===== src/hdl/sadr_pkg.sv =====
// Shared types and constants for the averaging converter reader.
// No dependencies; used by the reader and its submodules through scoped names.
package sadr_pkg;

    localparam int READ_BITS_DEF = 14;

    localparam int CNT_W   = 10;   // avg_count / gap_ticks
    localparam int SUM_W   = 24;
    localparam int AVG_W   = 14;
    localparam int WHOLE_W = 15;
    localparam int FRAC_W  = 12;
    localparam int CHAN_W  = 3;
    localparam int SCALE_W = 13;
    localparam int PROD_W  = AVG_W + SCALE_W;
    localparam int IDX_W   = 2;
    localparam int IN_W    = 8;
    localparam int OUT_W   = 48;

    localparam logic [SCALE_W-1:0] MV_SCALE   = 13'd5000;
    localparam logic [CNT_W-1:0]   AVG_MAX    = 10'd1000;
    localparam logic [CNT_W-1:0]   GAP_MAX    = 10'd999;
    localparam logic [1:0]         CMD_PREFIX = 2'b11;   // start + single-ended

    localparam logic [IDX_W-1:0] REG_AVG_COUNT = 2'd0;
    localparam logic [IDX_W-1:0] REG_GAP_TICKS = 2'd1;

    typedef enum logic [2:0] {
        PH_IDLE,
        PH_CMD,
        PH_NULL,
        PH_READ,
        PH_GAP
    } t_phase;

    typedef struct packed {
        logic cs_n;
        logic sck;
        logic mosi;
        logic busy;
    } t_spi_io;

endpackage


===== src/hdl/spi_adc_averaging_reader_unit.sv =====
// Averaging reader for a serial converter: one request per serial half-period tick.
// Uses sadr_pkg, sadr_seq, sadr_div and sadr_mul.
//
// Usage:
//   Each request on s_axis is one tick of the serial link: start_req, channel and the
//   miso bit sampled this tick. For every request one response leaves on m_axis with
//   cs_n, sck, mosi, busy_res, done_res and the held result (average code, whole
//   millivolts and 1/4096 fraction), all taken from the state before the tick.
//   Config: i_cfg_we writes register i_cfg_idx (0 avg_count, 1 gap_ticks); values
//   outside the legal range saturate, other indexes are dropped.
// Timing:
//   A request's response is registered and appears the next clock. The request that
//   closes a reading starts a bit-serial divide and then a bit-serial multiply by
//   5000; s_axis_tready stays low until the result registers load, and done_res
//   rides the next response. The output register is the only buffer: a request is
//   taken while a response waits if m_axis_tready takes that response in the same
//   clock.
// Reset: synchronous, active low; the link goes idle, results and done clear,
//   avg_count and gap_ticks return to 1. A stalled receiver holds m_axis_tdata.
module spi_adc_averaging_reader_unit #(
    parameter int READ_BITS = sadr_pkg::READ_BITS_DEF
) (
    input  logic                          i_clk,
    input  logic                          i_rst_n,
    input  logic                          i_cfg_we,
    input  logic [sadr_pkg::IDX_W-1:0]    i_cfg_idx,
    input  logic [sadr_pkg::CNT_W-1:0]    i_cfg_data,
    input  logic                          s_axis_tvalid,
    output logic                          s_axis_tready,
    // start_req[0], channel[3:1], miso[4], zero pad[7:5]
    input  logic [sadr_pkg::IN_W-1:0]     s_axis_tdata,
    output logic                          m_axis_tvalid,
    input  logic                          m_axis_tready,
    // cs_n[0], sck[1], mosi[2], busy_res[3], done_res[4], avg_code[18:5],
    // mv_whole[33:19], mv_frac[45:34], zero pad[47:46]
    output logic [sadr_pkg::OUT_W-1:0]    m_axis_tdata
);
    localparam int AW = sadr_pkg::AVG_W;
    localparam int WW = sadr_pkg::WHOLE_W;
    localparam int FW = sadr_pkg::FRAC_W;
    localparam int PAD_W = sadr_pkg::OUT_W - 5 - AW - WW - FW;

    sadr_pkg::t_spi_io           w_io;
    logic                        w_acc;
    logic                        w_fin;
    logic [sadr_pkg::SUM_W-1:0]  w_sum;
    logic [sadr_pkg::CNT_W-1:0]  w_count;
    logic                        w_div_done;
    logic [sadr_pkg::SUM_W-1:0]  w_quot;
    logic                        w_mul_done;
    logic [sadr_pkg::PROD_W-1:0] w_prod;

    logic                        r_m_valid;
    logic [sadr_pkg::OUT_W-1:0]  r_m_data;
    logic                        r_calc;
    logic                        r_done;
    logic [AW-1:0]               r_avg;
    logic [WW-1:0]               r_whole;
    logic [FW-1:0]               r_frac;

    assign s_axis_tready = ~r_calc & (~r_m_valid | m_axis_tready);
    assign w_acc         = s_axis_tvalid & s_axis_tready;

    sadr_seq #(
        .READ_BITS(READ_BITS)
    ) u_seq (
        .i_clk      (i_clk),
        .i_rst_n    (i_rst_n),
        .i_cfg_we   (i_cfg_we),
        .i_cfg_idx  (i_cfg_idx),
        .i_cfg_data (i_cfg_data),
        .i_step     (w_acc),
        .i_start    (s_axis_tdata[0]),
        .i_chan     (s_axis_tdata[3:1]),
        .i_miso     (s_axis_tdata[4]),
        .o_io       (w_io),
        .o_fin      (w_fin),
        .o_sum      (w_sum),
        .o_count    (w_count)
    );

    sadr_div u_div (
        .i_clk      (i_clk),
        .i_rst_n    (i_rst_n),
        .i_start    (w_fin),
        .i_dividend (w_sum),
        .i_divisor  (w_count),
        .o_done     (w_div_done),
        .o_quot     (w_quot)
    );

    sadr_mul u_mul (
        .i_clk   (i_clk),
        .i_rst_n (i_rst_n),
        .i_start (w_div_done),
        .i_avg   (w_quot[AW-1:0]),
        .o_done  (w_mul_done),
        .o_prod  (w_prod)
    );

    always_ff @(posedge i_clk) begin
        if (!i_rst_n) begin
            r_m_valid <= 1'b0;
            r_calc    <= 1'b0;
            r_done    <= 1'b0;
            r_avg     <= '0;
            r_whole   <= '0;
            r_frac    <= '0;
        end else begin
            if (w_acc) begin
                r_m_valid <= 1'b1;
                r_done    <= 1'b0;
            end else if (m_axis_tready) begin
                r_m_valid <= 1'b0;
            end
            if (w_fin) begin
                r_calc <= 1'b1;
            end
            if (w_mul_done) begin
                r_calc  <= 1'b0;
                r_done  <= 1'b1;
                r_avg   <= w_quot[AW-1:0];
                r_whole <= w_prod[FW +: WW];
                r_frac  <= w_prod[FW-1:0];
            end
        end
    end

    always_ff @(posedge i_clk) begin
        if (w_acc) begin
            r_m_data <= {{PAD_W{1'b0}}, r_frac, r_whole, r_avg, r_done,
                         w_io.busy, w_io.mosi, w_io.sck, w_io.cs_n};
        end
    end

    assign m_axis_tvalid = r_m_valid;
    assign m_axis_tdata  = r_m_data;
endmodule


===== src/hdl/sadr_div.sv =====
// Bit-serial restoring divider: sum / count, one quotient bit per clock.
// Depends on sadr_pkg.
module sadr_div (
    input  logic                         i_clk,
    input  logic                         i_rst_n,
    input  logic                         i_start,
    input  logic [sadr_pkg::SUM_W-1:0]   i_dividend,
    input  logic [sadr_pkg::CNT_W-1:0]   i_divisor,
    output logic                         o_done,
    output logic [sadr_pkg::SUM_W-1:0]   o_quot
);
    localparam int SW = sadr_pkg::SUM_W;
    localparam int DW = sadr_pkg::CNT_W;
    localparam int KW = $clog2(SW + 1);

    logic [SW-1:0] r_q;
    logic [DW-1:0] r_rem;
    logic [DW-1:0] r_d;
    logic [KW-1:0] r_cnt;
    logic          r_busy;
    logic          r_done;

    logic [DW:0] w_trial;
    logic [DW:0] w_diff;
    logic        w_ge;

    assign w_trial = {r_rem, r_q[SW-1]};
    assign w_ge    = w_trial >= {1'b0, r_d};
    assign w_diff  = w_trial - {1'b0, r_d};

    always_ff @(posedge i_clk) begin
        if (!i_rst_n) begin
            r_busy <= 1'b0;
            r_done <= 1'b0;
            r_cnt  <= '0;
        end else begin
            r_done <= 1'b0;
            if (i_start) begin
                r_busy <= 1'b1;
                r_cnt  <= KW'(SW);
            end else if (r_busy) begin
                r_cnt <= r_cnt - 1'b1;
                if (r_cnt == KW'(1)) begin
                    r_busy <= 1'b0;
                    r_done <= 1'b1;
                end
            end
        end
    end

    always_ff @(posedge i_clk) begin
        if (i_start) begin
            r_q   <= i_dividend;
            r_rem <= '0;
            r_d   <= i_divisor;
        end else if (r_busy) begin
            r_q   <= {r_q[SW-2:0], w_ge};
            r_rem <= w_ge ? w_diff[DW-1:0] : w_trial[DW-1:0];
        end
    end

    assign o_done = r_done;
    assign o_quot = r_q;
endmodule


===== src/hdl/sadr_mul.sv =====
// Bit-serial shift-add multiplier: average code times the millivolt scale.
// Depends on sadr_pkg.
module sadr_mul (
    input  logic                          i_clk,
    input  logic                          i_rst_n,
    input  logic                          i_start,
    input  logic [sadr_pkg::AVG_W-1:0]    i_avg,
    output logic                          o_done,
    output logic [sadr_pkg::PROD_W-1:0]   o_prod
);
    localparam int AW = sadr_pkg::AVG_W;
    localparam int PW = sadr_pkg::PROD_W;
    localparam int KW = $clog2(AW + 1);

    logic [PW-1:0] r_p;   // upper: partial sum, lower: multiplier bits left
    logic [KW-1:0] r_cnt;
    logic          r_busy;
    logic          r_done;

    logic [PW-AW:0] w_add;

    assign w_add = {1'b0, r_p[PW-1:AW]}
                 + (r_p[0] ? {1'b0, sadr_pkg::MV_SCALE} : '0);

    always_ff @(posedge i_clk) begin
        if (!i_rst_n) begin
            r_busy <= 1'b0;
            r_done <= 1'b0;
            r_cnt  <= '0;
        end else begin
            r_done <= 1'b0;
            if (i_start) begin
                r_busy <= 1'b1;
                r_cnt  <= KW'(AW);
            end else if (r_busy) begin
                r_cnt <= r_cnt - 1'b1;
                if (r_cnt == KW'(1)) begin
                    r_busy <= 1'b0;
                    r_done <= 1'b1;
                end
            end
        end
    end

    always_ff @(posedge i_clk) begin
        if (i_start) begin
            r_p <= {{(PW-AW){1'b0}}, i_avg};
        end else if (r_busy) begin
            r_p <= {w_add, r_p[AW-1:1]};
        end
    end

    assign o_done = r_done;
    assign o_prod = r_p;
endmodule


===== src/hdl/sadr_seq.sv =====
// Serial-link sequencer: command shift-out, data shift-in, sum, gaps, config registers.
// Depends on sadr_pkg.
module sadr_seq #(
    parameter int READ_BITS = sadr_pkg::READ_BITS_DEF
) (
    input  logic                          i_clk,
    input  logic                          i_rst_n,
    input  logic                          i_cfg_we,
    input  logic [sadr_pkg::IDX_W-1:0]    i_cfg_idx,
    input  logic [sadr_pkg::CNT_W-1:0]    i_cfg_data,
    input  logic                          i_step,
    input  logic                          i_start,
    input  logic [sadr_pkg::CHAN_W-1:0]   i_chan,
    input  logic                          i_miso,
    output sadr_pkg::t_spi_io             o_io,
    output logic                          o_fin,
    output logic [sadr_pkg::SUM_W-1:0]    o_sum,
    output logic [sadr_pkg::CNT_W-1:0]    o_count
);
    localparam int BW = $clog2(2 * READ_BITS);
    localparam int CW = sadr_pkg::CNT_W;
    localparam int AW = sadr_pkg::AVG_W;
    localparam int SW = sadr_pkg::SUM_W;
    localparam logic [BW-1:0] LAST_READ = BW'(2 * READ_BITS - 1);

    sadr_pkg::t_phase r_phase, n_phase;
    logic [BW-1:0] r_bc, n_bc;
    logic [AW-1:0] r_shift, n_shift;
    logic [SW-1:0] r_sum, n_sum;
    logic [CW-1:0] r_reps, n_reps;
    logic [CW-1:0] r_gap, n_gap;
    logic [sadr_pkg::CHAN_W-1:0] r_chan, n_chan;
    logic [CW-1:0] r_count, n_count;
    logic [CW-1:0] r_avg_count;
    logic [CW-1:0] r_gap_ticks;

    logic [4:0]    w_cmd;
    logic [CW-1:0] w_gap_inc;
    logic          w_active;
    logic          w_fin;

    assign w_cmd     = {sadr_pkg::CMD_PREFIX, r_chan};
    assign w_gap_inc = r_gap + 1'b1;
    assign w_active  = (r_phase == sadr_pkg::PH_CMD) || (r_phase == sadr_pkg::PH_NULL)
                    || (r_phase == sadr_pkg::PH_READ);

    always_comb begin
        o_io.cs_n = ~w_active;
        o_io.sck  = w_active & r_bc[0];
        o_io.busy = (r_phase != sadr_pkg::PH_IDLE);
        o_io.mosi = 1'b0;
        if ((r_phase == sadr_pkg::PH_CMD) && (r_bc[BW-1:1] <= (BW-1)'(4))) begin
            o_io.mosi = w_cmd[3'(3'd4 - r_bc[3:1])];
        end
    end

    always_comb begin
        n_phase = r_phase;
        n_bc    = r_bc;
        n_shift = r_shift;
        n_sum   = r_sum;
        n_reps  = r_reps;
        n_gap   = r_gap;
        n_chan  = r_chan;
        n_count = r_count;
        w_fin   = 1'b0;
        case (r_phase)
            sadr_pkg::PH_IDLE: begin
                if (i_start) begin
                    n_chan  = i_chan;
                    n_count = r_avg_count;
                    n_reps  = r_avg_count;
                    n_sum   = '0;
                    n_shift = '0;
                    n_bc    = '0;
                    n_phase = sadr_pkg::PH_CMD;
                end
            end
            sadr_pkg::PH_CMD: begin
                if (r_bc >= BW'(9)) begin
                    n_bc    = '0;
                    n_phase = sadr_pkg::PH_NULL;
                end else begin
                    n_bc = r_bc + 1'b1;
                end
            end
            sadr_pkg::PH_NULL: begin
                if (r_bc >= BW'(3)) begin
                    n_bc    = '0;
                    n_shift = '0;
                    n_phase = sadr_pkg::PH_READ;
                end else begin
                    n_bc = r_bc + 1'b1;
                end
            end
            sadr_pkg::PH_READ: begin
                if (!r_bc[0]) begin
                    n_shift = {r_shift[AW-2:0], i_miso};
                end
                if (r_bc >= LAST_READ) begin
                    n_sum = r_sum + {{(SW-AW){1'b0}}, n_shift};
                    if (r_reps != '0) begin
                        n_reps = r_reps - 1'b1;
                    end
                    n_gap   = '0;
                    n_bc    = '0;
                    n_phase = sadr_pkg::PH_GAP;
                end else begin
                    n_bc = r_bc + 1'b1;
                end
            end
            sadr_pkg::PH_GAP: begin
                n_gap = w_gap_inc;
                if (w_gap_inc >= r_gap_ticks) begin
                    n_gap = '0;
                    if (r_reps == '0) begin
                        w_fin   = 1'b1;
                        n_phase = sadr_pkg::PH_IDLE;
                    end else begin
                        n_bc    = '0;
                        n_phase = sadr_pkg::PH_CMD;
                    end
                end
            end
            default: begin
                n_phase = sadr_pkg::PH_IDLE;
                n_bc    = '0;
            end
        endcase
    end

    always_ff @(posedge i_clk) begin
        if (!i_rst_n) begin
            r_phase <= sadr_pkg::PH_IDLE;
            r_bc    <= '0;
            r_shift <= '0;
            r_sum   <= '0;
            r_reps  <= '0;
            r_gap   <= '0;
            r_chan  <= '0;
            r_count <= CW'(1);
        end else if (i_step) begin
            r_phase <= n_phase;
            r_bc    <= n_bc;
            r_shift <= n_shift;
            r_sum   <= n_sum;
            r_reps  <= n_reps;
            r_gap   <= n_gap;
            r_chan  <= n_chan;
            r_count <= n_count;
        end
    end

    // config writes saturate into range
    always_ff @(posedge i_clk) begin
        if (!i_rst_n) begin
            r_avg_count <= CW'(1);
            r_gap_ticks <= CW'(1);
        end else if (i_cfg_we) begin
            if (i_cfg_idx == sadr_pkg::REG_AVG_COUNT) begin
                if (i_cfg_data == '0) begin
                    r_avg_count <= CW'(1);
                end else if (i_cfg_data > sadr_pkg::AVG_MAX) begin
                    r_avg_count <= sadr_pkg::AVG_MAX;
                end else begin
                    r_avg_count <= i_cfg_data;
                end
            end else if (i_cfg_idx == sadr_pkg::REG_GAP_TICKS) begin
                if (i_cfg_data == '0) begin
                    r_gap_ticks <= CW'(1);
                end else if (i_cfg_data > sadr_pkg::GAP_MAX) begin
                    r_gap_ticks <= sadr_pkg::GAP_MAX;
                end else begin
                    r_gap_ticks <= i_cfg_data;
                end
            end
        end
    end

    assign o_fin   = w_fin & i_step;
    assign o_sum   = r_sum;
    assign o_count = r_count;
endmodule


===== config.mk =====
export PLATFORM = sky130hd
export DESIGN_NAME = spi_adc_averaging_reader_unit
export DESIGN_NICKNAME = d
export VERILOG_FILES = /design/src/hdl/sadr_pkg.sv /design/src/hdl/spi_adc_averaging_reader_unit.sv /design/src/hdl/sadr_div.sv /design/src/hdl/sadr_mul.sv /design/src/hdl/sadr_seq.sv
export SDC_FILE = /design/constraint.sdc
export NUM_CORES = 1
export LEC_CHECK = 0
export BUFFER_PORTS_ARGS = -buffer_cell sky130_fd_sc_hd__buf_4
export CORE_MARGIN = 2
export CORE_UTILIZATION = 45
export CTS_CLUSTER_DIAMETER = 50
export CTS_CLUSTER_SIZE = 28
export DETAILED_ROUTE_END_ITERATION = 7
export PLACE_DENSITY = 0.66
export SLEW_MARGIN = 20
export SYNTH_ARGS = -nofsm -noshare
export SYNTH_HDL_FRONTEND = slang
export SYNTH_SLANG_ARGS = --single-unit

===== constraint.sdc =====
create_clock -name i_clk -period 5.75 [get_ports i_clk]
set_input_delay 0.2875 -clock i_clk [delete_from_list [all_inputs] [get_ports i_clk]]
set_output_delay 0.2875 -clock i_clk [all_outputs]
set_load 0.02 [all_outputs]

# Word level (Yosys, flattened, before mapping)

Cells that the tools add are included.
W data, S select, Z words.

Flip-flop bits (word level): 273
Input port bits: 25
Output and inout bits: 50
Logic and storage cells: 165

Add/subtract/negate cells: 9
Order comparisons: 9
Equality and inequality tests: 14
Muxes and demuxes: 60
Bitwise operators: 12
Reduce and logical (&&, ||, !) cells: 30

Operators by type and width:

| cell                    | number |
|---|---|
| $mux W10                | 10 |
| $mux W24                | 4 |
| $mux W14                | 6 |
| $pmux W24 S2            | 1 |
| $pmux W14 S3            | 1 |
| $mux W5                 | 8 |
| $pmux W10 S2            | 2 |
| $pmux W5 S5             | 1 |
| $add A24 B14 Y24        | 1 |
| $gt A10 B10 Y1 const B  | 2 |
| $logic_not A10 Y1       | 2 |
| $mux W1                 | 17 |
| $mux W3                 | 5 |
| $pmux W3 S5             | 1 |
| $add A13 B13 Y14        | 1 |
| $mux W13                | 1 |
| $ne A2 B2 Y1 const B    | 6 |
| $reduce_and A4 Y1       | 3 |
| $reduce_bool A2 Y1      | 6 |
| $ge A11 B10 Y1          | 1 |
| $add A10 B1 Y10 const B | 1 |
| $ge A10 B10 Y1          | 1 |
| $reduce_bool A10 Y1     | 1 |
| $sub A10 B1 Y10 const B | 1 |
| 33 further kinds        | 51 |

# Longest topological paths before layout

Gate-level depths: netlist (run 1).

Depth after elaboration: 6
Depth in mapped cells: 12
Depth with buffers taken out: 11

# Modules after synthesis

From an unflattened synthesis (run 1), not the netlist that was laid out.

Cells, all modules: 1,289
Area total of the unflattened synthesis: 13,052.5 um^2

By module, submodules not included:

| module                        | times used | cells each | area an instance (um^2) | sequential area each (um^2) |
|---|---|---|---|---|
| sadr_seq                      | 1          | 734        | 5,711.7                 | 1,981.9 |
| spi_adc_averaging_reader_unit | 1          | 193        | 3,108.0                 | 2,262.2 |
| sadr_div                      | 1          | 208        | 2,546.2                 | 1,361.3 |
| sadr_mul                      | 1          | 154        | 1,686.6                 | 800.8 |

# Least setup slack after synthesis (run 1)

No wires, ideal clock.

Path kind: reg2reg
From: register u_seq.r_gap[0]
To: register u_div.r_q[0], in the netlist u_div.o_quot[0], enable pin
Library setup time: 0.358 ns
Data arrival time: 2.730 ns
Data required time: 5.392 ns
Setup slack: 2.662 ns
Cell stages (with the launch flop): 12
Path buffers: 1
Period minus slack after synthesis: 3.088 ns
Cells stage by stage: dfxtp_1 > nand2_1 > or3_1 > nor2_1 > xor2_1 > ha_1 > nand2_1 > o21ai_0 > a21oi_1 > nor2_2 > buf_2 > or2_2

Longest elaborated chain between the ends: 6

Ends and longest elaborated chain:

| element                      | line            | source |
|---|---|---|
| start: declaration           | sadr_seq.sv:31  | `logic [CW-1:0] r_gap, n_gap;` |
| start signal: assignment     | sadr_seq.sv:148 | `r_gap <= n_gap;` |
| $add A10 B1 Y10              | sadr_seq.sv:43  | `assign w_gap_inc = r_gap + 1'b1;` |
| $ge A10 B10 Y1               | sadr_seq.sv:114 | `if (w_gap_inc >= r_gap_ticks) begin` |
| $mux W1                      | sadr_seq.sv:114 |  |
| $mux W1                      | sadr_seq.sv:67  | `case (r_phase)` |
| $and A1 B1 Y1                | sadr_seq.sv:180 | `assign o_fin = w_fin & i_step;` |
| $reduce_bool A2 Y1 (no line) | --              |  |
| end signal: assignment       | sadr_div.sv:53  | `r_q <= i_dividend;` |
| end signal: assignment       | sadr_div.sv:57  | `r_q <= {r_q[SW-2:0], w_ge};` |
| end: declaration             | sadr_div.sv:16  | `logic [SW-1:0] r_q;` |

No other way between the ends.
A chain may end at the register's enable or synchronous reset.

# Worst setup path in the final report (run 1)

From: register u_seq.r_gap[0]
To: register u_div.r_q[21], in the netlist u_div.o_quot[21], enable pin

Same word-level chain as after synthesis.

==> out/metrics.csv, run 1 <==
stage;metric;value;unit
clocking;clock transition at the registers of the reported paths;0.07;ns
synth;synthesized cell area;0.0128;mm^2
global_routing;GR Overflow Total;0;
drt;routed len/inst;14.7;um
synth;leading area contributor after synthesis;dfxtp_1;
timing;# setup viols final;0;
power_and_ir_drop;clock share of power;43.9;%
global_routing;global-route wire length before repair;42.8;mm
worst_setup_path;CP max FO;26;
finish;commonest non-fill, non-tap cell in the layout;dfxtp_1;
timing;highest clock rate;0.270;GHz
placed_design;GP Congestion;0.857;
worst_setup_path;required time worst endpoint;5.92;ns
die;chip width;172;um
global_routing;pin count of the biggest net entering global routing;61;
timing;Slew headroom;34.0;%
power_and_ir_drop;Logic pwr share;7.0;%
power_and_ir_drop;Leak;5.20;nW
drt;DR vias/cell;5.39;
global_routing;initial antenna violation count;0;
clocking;H-tree Lvls;1;
synth;share of the synthesized area in the top cell type;28.1;%
synth;Seq/Total Area, Yosys;50.2;%
drt;Met3 Routed Length;1.08;mm
die;Core Area;0.0279;mm^2
placed_design;worst slack, placed;1.96;ns
drt;Iteration-0 DRC Markers;442;
synth;#FFs+latches synth;273;
power_and_ir_drop;net switching power;1.13;mW
drt;drt first pass iters;5;
drt;met1 WL;12.3;mm
power_and_ir_drop;sw frac;26.8;%
placed_design;DP Wirelength;17.4;mm
drt;vias;9342;
power_and_ir_drop;internal power;3.09;mW
timing;Tcrit/Tclk final;64.5;%
clocking;Root Buffer Master;clkbuf_16;
timing;setup TNS;0;ns
finish;FILL cells;2492;
finish;most frequent cells in the layout;dfxtp_1, nor2_1, nand2_1;
drt;met2 wire length;11.6;mm
finish;layout cells sized above 1;15.0;%
synth;cells after synthesis;1290;
finish;diode count;0;
die;row count;61;
finish;P&R area growth vs syn;14.0;%
synth;fraction of synthesis flops using an asynchronous set or reset pin;0;%
timing;Final Worst Setup Slack;2.04;ns
clocking;clk_lat worst skew;0.54;ns
worst_setup_path;critical path class;flop to flop;
die;Die H;172;um
global_routing;total track usage;17.4;%
min_path;worst min-delay path class;input pin to flop;
timing;slew of the pin with the lowest slew margin;0.988;ns
die;Ports;75;
drt;drc violations;0;
synth;syn_area_per_cell;9.89;um^2
worst_setup_path;CP endpoint kind;flop;
worst_setup_path;Worst Path Arrival;3.88;ns
clocking;Post-CTS Setup Inserts;0;
drt;top sig layer;met4;
clocking;TritonCTS Buffers;27;
clocking;Clock Path Buffers;3;
clocking;clock sink total;273;
finish;area of the multi-input gates;0.00589;mm^2
finish;nets@finish;1414;
power_and_ir_drop;Flop pwr share;49.1;%
synth;Synth Warn #;0;
timing;Clock Skews;0.0224;ns
finish;FF/Latch Area;0.00641;mm^2
synth;Synth area leaders;dfxtp_1, edfxtp_1, ha_1;
worst_setup_path;Worst setup SP type;flop;
placed_design;# port buffers;69;
finish;cell area after layout;0.0145;mm^2
global_routing;vias in the first global route;8708;
timing;RSZ-0062 raised after global routing;no;
status;outcome;completed;
drt;post-route ant nets;0;
job;max-cap violation count;0;
synth;EDFF count, synth;94;
placed_design;placed instance area;0.0135;mm^2
drt;detailed-route wire length;25.5;mm
power_and_ir_drop;Power Density;290;mW/mm^2
timing;Final Hold Fails;0;
timing;minimum clock period;3.71;ns
synth;Cell variety after synth;74;
synth;Main synth FF type;dfxtp_1;
power_and_ir_drop;Total Power;4.21;mW
die;Initial Util;45.8;%
die;Die ar.;0.0297;mm^2
timing;max-slew violations;0;
power_and_ir_drop;peak supply drop;0.231;mV
clocking;TritonCTS clock tree;yes;
[logic make-up (layout without fill, tap and decap cells)]
family	after synthesis	in the layout	synth area share, %
adder cells (fa/ha/maj)	53	53	5.32
AND/OR/NAND/NOR	457	457	17.2
flip-flops	273	273	50.2
multiplexers	109	109	9.06
other	1	2	0.0294
buffers and inverters	114	179	3.62
XOR/XNOR	28	28	1.92
AO/OA/AOI/OAI	255	255	12.6
[power groups by stage]
| stage | sequential (mW) | combinational, mW | clock (mW) |
|---|---|---|---|
| 2_1_floorplan | 2.12 | 0.184 | 0 |
| 3_3_place_gp | 2.11 | 0.289 | 0 |
| 3_5_place_dp | 2.11 | 0.292 | 0 |
| 4_1_cts | 2.07 | 0.295 | 1.90 |
| 5_1_grt | 2.08 | 0.327 | 1.97 |
| 6_report | 2.07 | 0.295 | 1.85 |
[state kept, by name (all words and copies together) (netlist names), 12 cells and up]
register,cells
u_div.o_quot,24
u_seq.r_shift,14
r_frac,12
u_seq.o_sum,24
r_whole,15
r_avg,14
m_axis_tdata,46
u_mul.o_prod,27
[final timing paths]
kind	startpoint	endpoint	slack, ns	depth (start not counted)
max	u_seq.r_gap[0]	u_div.o_quot[21]	2.04	10
min reg2reg	u_seq.o_count[8]	u_div.r_d[8]	0.42	0
min	i_cfg_data[5]	u_seq.r_avg_count[5]	0.03	3
max reg2reg	u_seq.r_gap[0]	u_div.o_quot[21]	2.04	10
[worst max-delay path, cell delays in order (launching register included)]
cell	delay, ns
dfxtp_1	0.41
nand2_1	0.11
or3_1	0.45
nor2_1	0.15
xor2_1	0.09
ha_1	0.32
nand2_1	0.05
o21ai_0	0.33
a21oi_1	0.20
nor2_4	0.63
or2_2	0.59
[timing repair]
item / in CTS / in global routing
setup endpoints to repair: 0 / 0
hold buffers: 3 / 0
endpoints found under the hold margin: 3 / 0
resized for setup: 0 / 0
[area by class of cell]
type / count / share of cell area (%)
flip-flops and latches: 273 / 44.1
multi-input cells: 904 / 40.6
clock buffers: 27 / 4.65
repair buffers: 80 / 4.18
well taps: 378 / 3.25
clock inverters: 22 / 1.98
inverters: 50 / 1.30
[cells in the mapped netlist (6+ instances only)]
| cell | instances |
|---|---|
| a211oi_1 | 20 |
| buf_2 | 9 |
| o21a_1 | 15 |
| a21oi_1 | 83 |
| edfxtp_1 | 94 |
| and2_1 | 17 |
| a31oi_1 | 17 |
| dfxtp_1 | 179 |
| inv_1 | 49 |
| nand4_1 | 12 |
| clkbuf_1 | 46 |
| o21ai_0 | 56 |
| nand3_1 | 39 |
| mux2_2 | 51 |
| nor2_1 | 146 |
| nor2b_1 | 12 |
| or3_1 | 10 |
| nor4_1 | 11 |
| o211ai_1 | 9 |
| a22oi_1 | 6 |
| nand2b_1 | 9 |
| nor3_1 | 16 |
| xor2_1 | 14 |
| ha_1 | 51 |
| xnor2_1 | 14 |
| and3_1 | 9 |
| mux2i_1 | 58 |
| nor3b_1 | 6 |
| nand2_1 | 129 |
| or2_2 | 8 |
[metal layers]
metal | track usage (%) | up-vias
met5 | 0 | -
met4 | 4.53 | 0
met3 | 2.43 | 35
met2 | 28.4 | 171
met1 | 24.4 | 4406
li1 | - | 4730
[per-stage QoR]
step | instances | utilization [%] | hold slack [ns]
after detailed placement | 1682 | 48.6 | 0.415
after CTS | 1734 | 52.2 | 0.0120
after global placement | 1682 | 48.6 | 0.413
after floorplan | 1291 | - | 0.408
final | 1734 | 52.2 | 0.0326
after global routing | 1734 | 52.2 | 0.0172
No activity file was read; power rests on OpenSTA's default activity.
==> run 2, diff against run 1 <==
- PLACE_DENSITY: 0.66 -> 0.68
- clock period: 5.75 -> 3.1 ns (I/O delays scaled with it)
==> run 2 against run 1 <==
Register-to-register slack got worse by 1.8 ns. First-iteration DRC count rose by 12%. Worst setup slack got worse by 1.8 ns. Final cell count rose by 2.1%. Clock-buffer cell count rose by 4. Sequential cell count did not move. Final area rose by 2.7%. Routed wire length rose by 1.9%. Global-route usage rose by 0.24 points. Combinational power rose by 100%. Largest power group unchanged. Sequential share of layout area fell by 1.1 points. Fmax rose by 29%.
==> out/metrics.csv, run 2 (same netlist as run 1, synthesis figures left out) <==
stage;metric;value;unit;change
min_path;worst min-delay path class;input pin to flop;;unchanged
clocking;Post-CTS Setup Inserts;0;;unchanged
power_and_ir_drop;Leak;5.38;nW;was 5.20 nW
worst_setup_path;worst r2r src;u_seq.r_gap[2];;was u_seq.r_gap[0]
drt;drc violations;0;;unchanged
worst_setup_path;Critical-path top delay cell;or4b_2;;was nor2_4
power_and_ir_drop;Flop pwr share;48.3;%;was 49.1%
clocking;H-tree Lvls;1;;unchanged
worst_setup_path;required time worst endpoint;3.56;ns;was 5.92 ns
die;Ports;75;;unchanged
worst_setup_path;slowest stage delay, CP;0.64;ns;was 0.63 ns
clocking;Root Buffer Master;clkbuf_16;;unchanged
timing;Clock Skews;0.0290;ns;was 0.0224 ns
worst_setup_path;critical path class;flop to flop;;unchanged
clocking;Clock Path Buffers;3;;unchanged
placed_design;DP Wirelength;17.8;mm;was 17.4 mm
global_routing;GR Overflow Total;0;;unchanged
placed_design;worst slack, placed;0.0621;ns;was 1.96 ns
clocking;TritonCTS clock tree;yes;;unchanged
worst_setup_path;Reg2Reg Setup Slack;0.21;ns;was 2.04 ns
drt;Met3 Routed Length;1.09;mm;was 1.08 mm
power_and_ir_drop;Total Power;7.93;mW;was 4.21 mW
drt;detailed-route wire length;26.0;mm;was 25.5 mm
timing;Slew headroom;27.3;%;was 34.0%
power_and_ir_drop;net switching power;2.01;mW;was 1.13 mW
finish;fin cells;1771;;was 1734
global_routing;global-route wire length before repair;43.3;mm;was 42.8 mm
timing;Final Hold Fails;0;;unchanged
clocking;clk_lat worst skew;0.56;ns;was 0.54 ns
die;Die ar.;0.0297;mm^2;unchanged
worst_setup_path;CP endpoint kind;flop;;unchanged
worst_setup_path;Worst Path Arrival;3.35;ns;was 3.88 ns
power_and_ir_drop;peak supply drop;0.260;mV;was 0.231 mV
placed_design;dpl cells;1703;;was 1682
worst_setup_path;Crit Reg-Reg Endpoint;u_seq.r_phase[0];;was u_div.o_quot[21]
timing;highest clock rate;0.346;GHz;was 0.270 GHz
clocking;clock sink total;273;;unchanged
power_and_ir_drop;sw frac;25.4;%;was 26.8%
timing;Final Worst Setup Slack;0.213;ns;was 2.04 ns
power_and_ir_drop;internal power;5.92;mW;was 3.09 mW
drt;vias;9551;;was 9342
die;Die H;172;um;unchanged
worst_setup_path;Worst setup SP type;flop;;unchanged
min_path;hold wc startpoint;i_cfg_idx[1];;was i_cfg_data[5]
die;Initial Util;45.8;%;unchanged
timing;minimum clock period;2.89;ns;was 3.71 ns
finish;FILL cells;2502;;was 2492
finish;diode count;0;;unchanged
drt;DR vias/cell;5.39;;about the same
clocking;clock transition at the registers of the reported paths;0.07;ns;about the same
status;outcome;completed;;unchanged
finish;nets@finish;1449;;was 1414
min_path;Hold Path Depth;4;;was 3
timing;max-slew violations;0;;unchanged
clocking;TritonCTS Buffers;28;;was 27
global_routing;pin count of the biggest net entering global routing;116;;was 61
finish;layout cells sized above 1;16.7;%;was 15.0%
timing;# setup viols final;0;;unchanged
drt;met2 wire length;11.8;mm;was 11.6 mm
placed_design;GP Congestion;0.829;;was 0.857
drt;post-route ant nets;0;;unchanged
timing;slew of the pin with the lowest slew margin;1.09;ns;was 0.988 ns
finish;P&R area growth vs syn;17.0;%;was 14.0%
power_and_ir_drop;Logic pwr share;7.5;%;was 7.0%
die;chip width;172;um;unchanged
drt;met1 WL;12.6;mm;was 12.3 mm
global_routing;vias in the first global route;8802;;was 8708
die;Core Area;0.0279;mm^2;unchanged
worst_setup_path;worst path cell trace;nand3_1 -> or3_1 -> buf_4 -> xnor2_1 -> ha_1 -> nand4_1 -> a21oi_2 -> buf_4 -> a211oi_2 -> or4b_2 -> a21oi_1;;was nand2_1 -> or3_1 -> nor2_1 -> xor2_1 -> ha_1 -> nand2_1 -> o21ai_0 -> a21oi_1 -> nor2_4 -> or2_2
global_routing;total track usage;17.7;%;was 17.4%
worst_setup_path;Crit path max-delay family;simple AND/OR/NAND/NOR gates;;unchanged
drt;drt first pass iters;5;;unchanged
timing;Tcrit/Tclk final;93.1;%;was 64.5%
worst_setup_path;CP max FO;6;;was 26
timing;setup TNS;0;ns;unchanged
power_and_ir_drop;clock share of power;44.2;%;was 43.9%
worst_setup_path;CP Buf/Inv Count;2;;was 0
power_and_ir_drop;Power Density;531;mW/mm^2;was 290 mW/mm^2
finish;commonest non-fill, non-tap cell in the layout;dfxtp_1;;unchanged
die;row count;61;;unchanged
drt;routed len/inst;14.7;um;about the same
min_path;worst hold endpoint;u_seq.r_avg_count[9];;was u_seq.r_avg_count[5]
job;max-cap violation count;0;;unchanged
finish;most frequent cells in the layout;dfxtp_1, nor2_1, nand2_1;;unchanged
placed_design;# port buffers;69;;unchanged
drt;top sig layer;met4;;unchanged
worst_setup_path;most frequent CP cell;buf_4;;was nand2_1
finish;max reg flops;46;;unchanged
worst_setup_path;r2r worst-path depth;11;;was 10
global_routing;initial antenna violation count;0;;unchanged
drt;Iteration-0 DRC Markers;496;;was 442
[run 2: cell count changes in the layout (fill, tap and decap cells not counted), moves of 2 or more]
cell and delta:
inv_6 +3, buf_12 +4, inv_16 -2, a21oi_2 +2, clkinv_8 -4, clkinv_4 +4, buf_4 +16, clkbuf_16 +2
a21oi_1 -2, dlygate4sd3_1 +13, inv_8 -3
[run 2: final cells by class]
| cell class | count | area (um^2) | share of cell area, % |
|---|---|---|---|
| clock buffer | 31 | 743 | 4.98 |
| clock inverter | 21 | 243 | 1.63 |
| inverter | 50 | 189 | 1.27 |
| multi-input combinational | 904 | 5920 | 39.7 |
| sequential | 273 | 6410 | 42.9 |
| tap | 378 | 473 | 3.17 |
| timing repair buffer | 114 | 950 | 6.36 |
[run 2: power by group through the flow]
stage / Sequential [mW] / Combinational (mW) / Clock (mW)
final: 3.83 / 0.596 / 3.50
after CTS: 3.83 / 0.594 / 3.58
after global routing: 3.84 / 0.658 / 3.71
after global placement: 3.91 / 0.565 / 0
after detailed placement: 3.91 / 0.574 / 0
after floorplan: 3.94 / 0.341 / 0
[run 2: worst min-delay path: cells and delay by family]
family / cells / cell delay, ns
AO/OA/AOI/OAI: 1 / 0.05
buffers and inverters: 1 / 0.10
AND/OR/NAND/NOR: 2 / 0.24
[run 2: per-stage QoR]
| stage | cell area [um^2] | util, % | hold WS, ns |
|---|---|---|---|
| floorplan | 12800 | - | 0.291 |
| global placement | 13700 | 49.4 | 0.406 |
| detailed placement | 13700 | 49.4 | 0.413 |
| CTS | 14900 | 53.5 | 0.0314 |
| global route | 14900 | 53.6 | 0.0525 |
| finish | 14900 | 53.6 | 0.0508 |
[run 2: worst max-delay path by stage]
stage / endpoint / start / cells past startpoint
finish: u_seq.r_phase[0] / u_seq.r_gap[2] / 11
global route: u_seq.r_phase[0] / u_seq.r_gap[2] / 11
CTS: u_div.o_quot[17] / u_seq.r_gap[4] / 10
detailed placement: u_div.o_quot[8] / u_seq.r_gap[2] / 10
global placement: u_div.o_quot[10] / u_seq.r_gap[2] / 10
floorplan: u_div.o_quot[0] / u_seq.r_gap[0] / 11
[run 2: timing repair]
| item | in CTS | in global routing |
|---|---|---|
| hold endpoints to repair | 25 | 0 |
| hold buffers | 16 | 0 |
| resized for setup | 0 | 9 |
| endpoints found under the setup margin | 0 | 54 |
[run 2: per-layer routing]
layer  vias up  GRT usage (%)
li1       4808              -
met1      4516           25.0
met2       190           28.8
met3        37           2.20
met4         0           4.38
met5         -              0
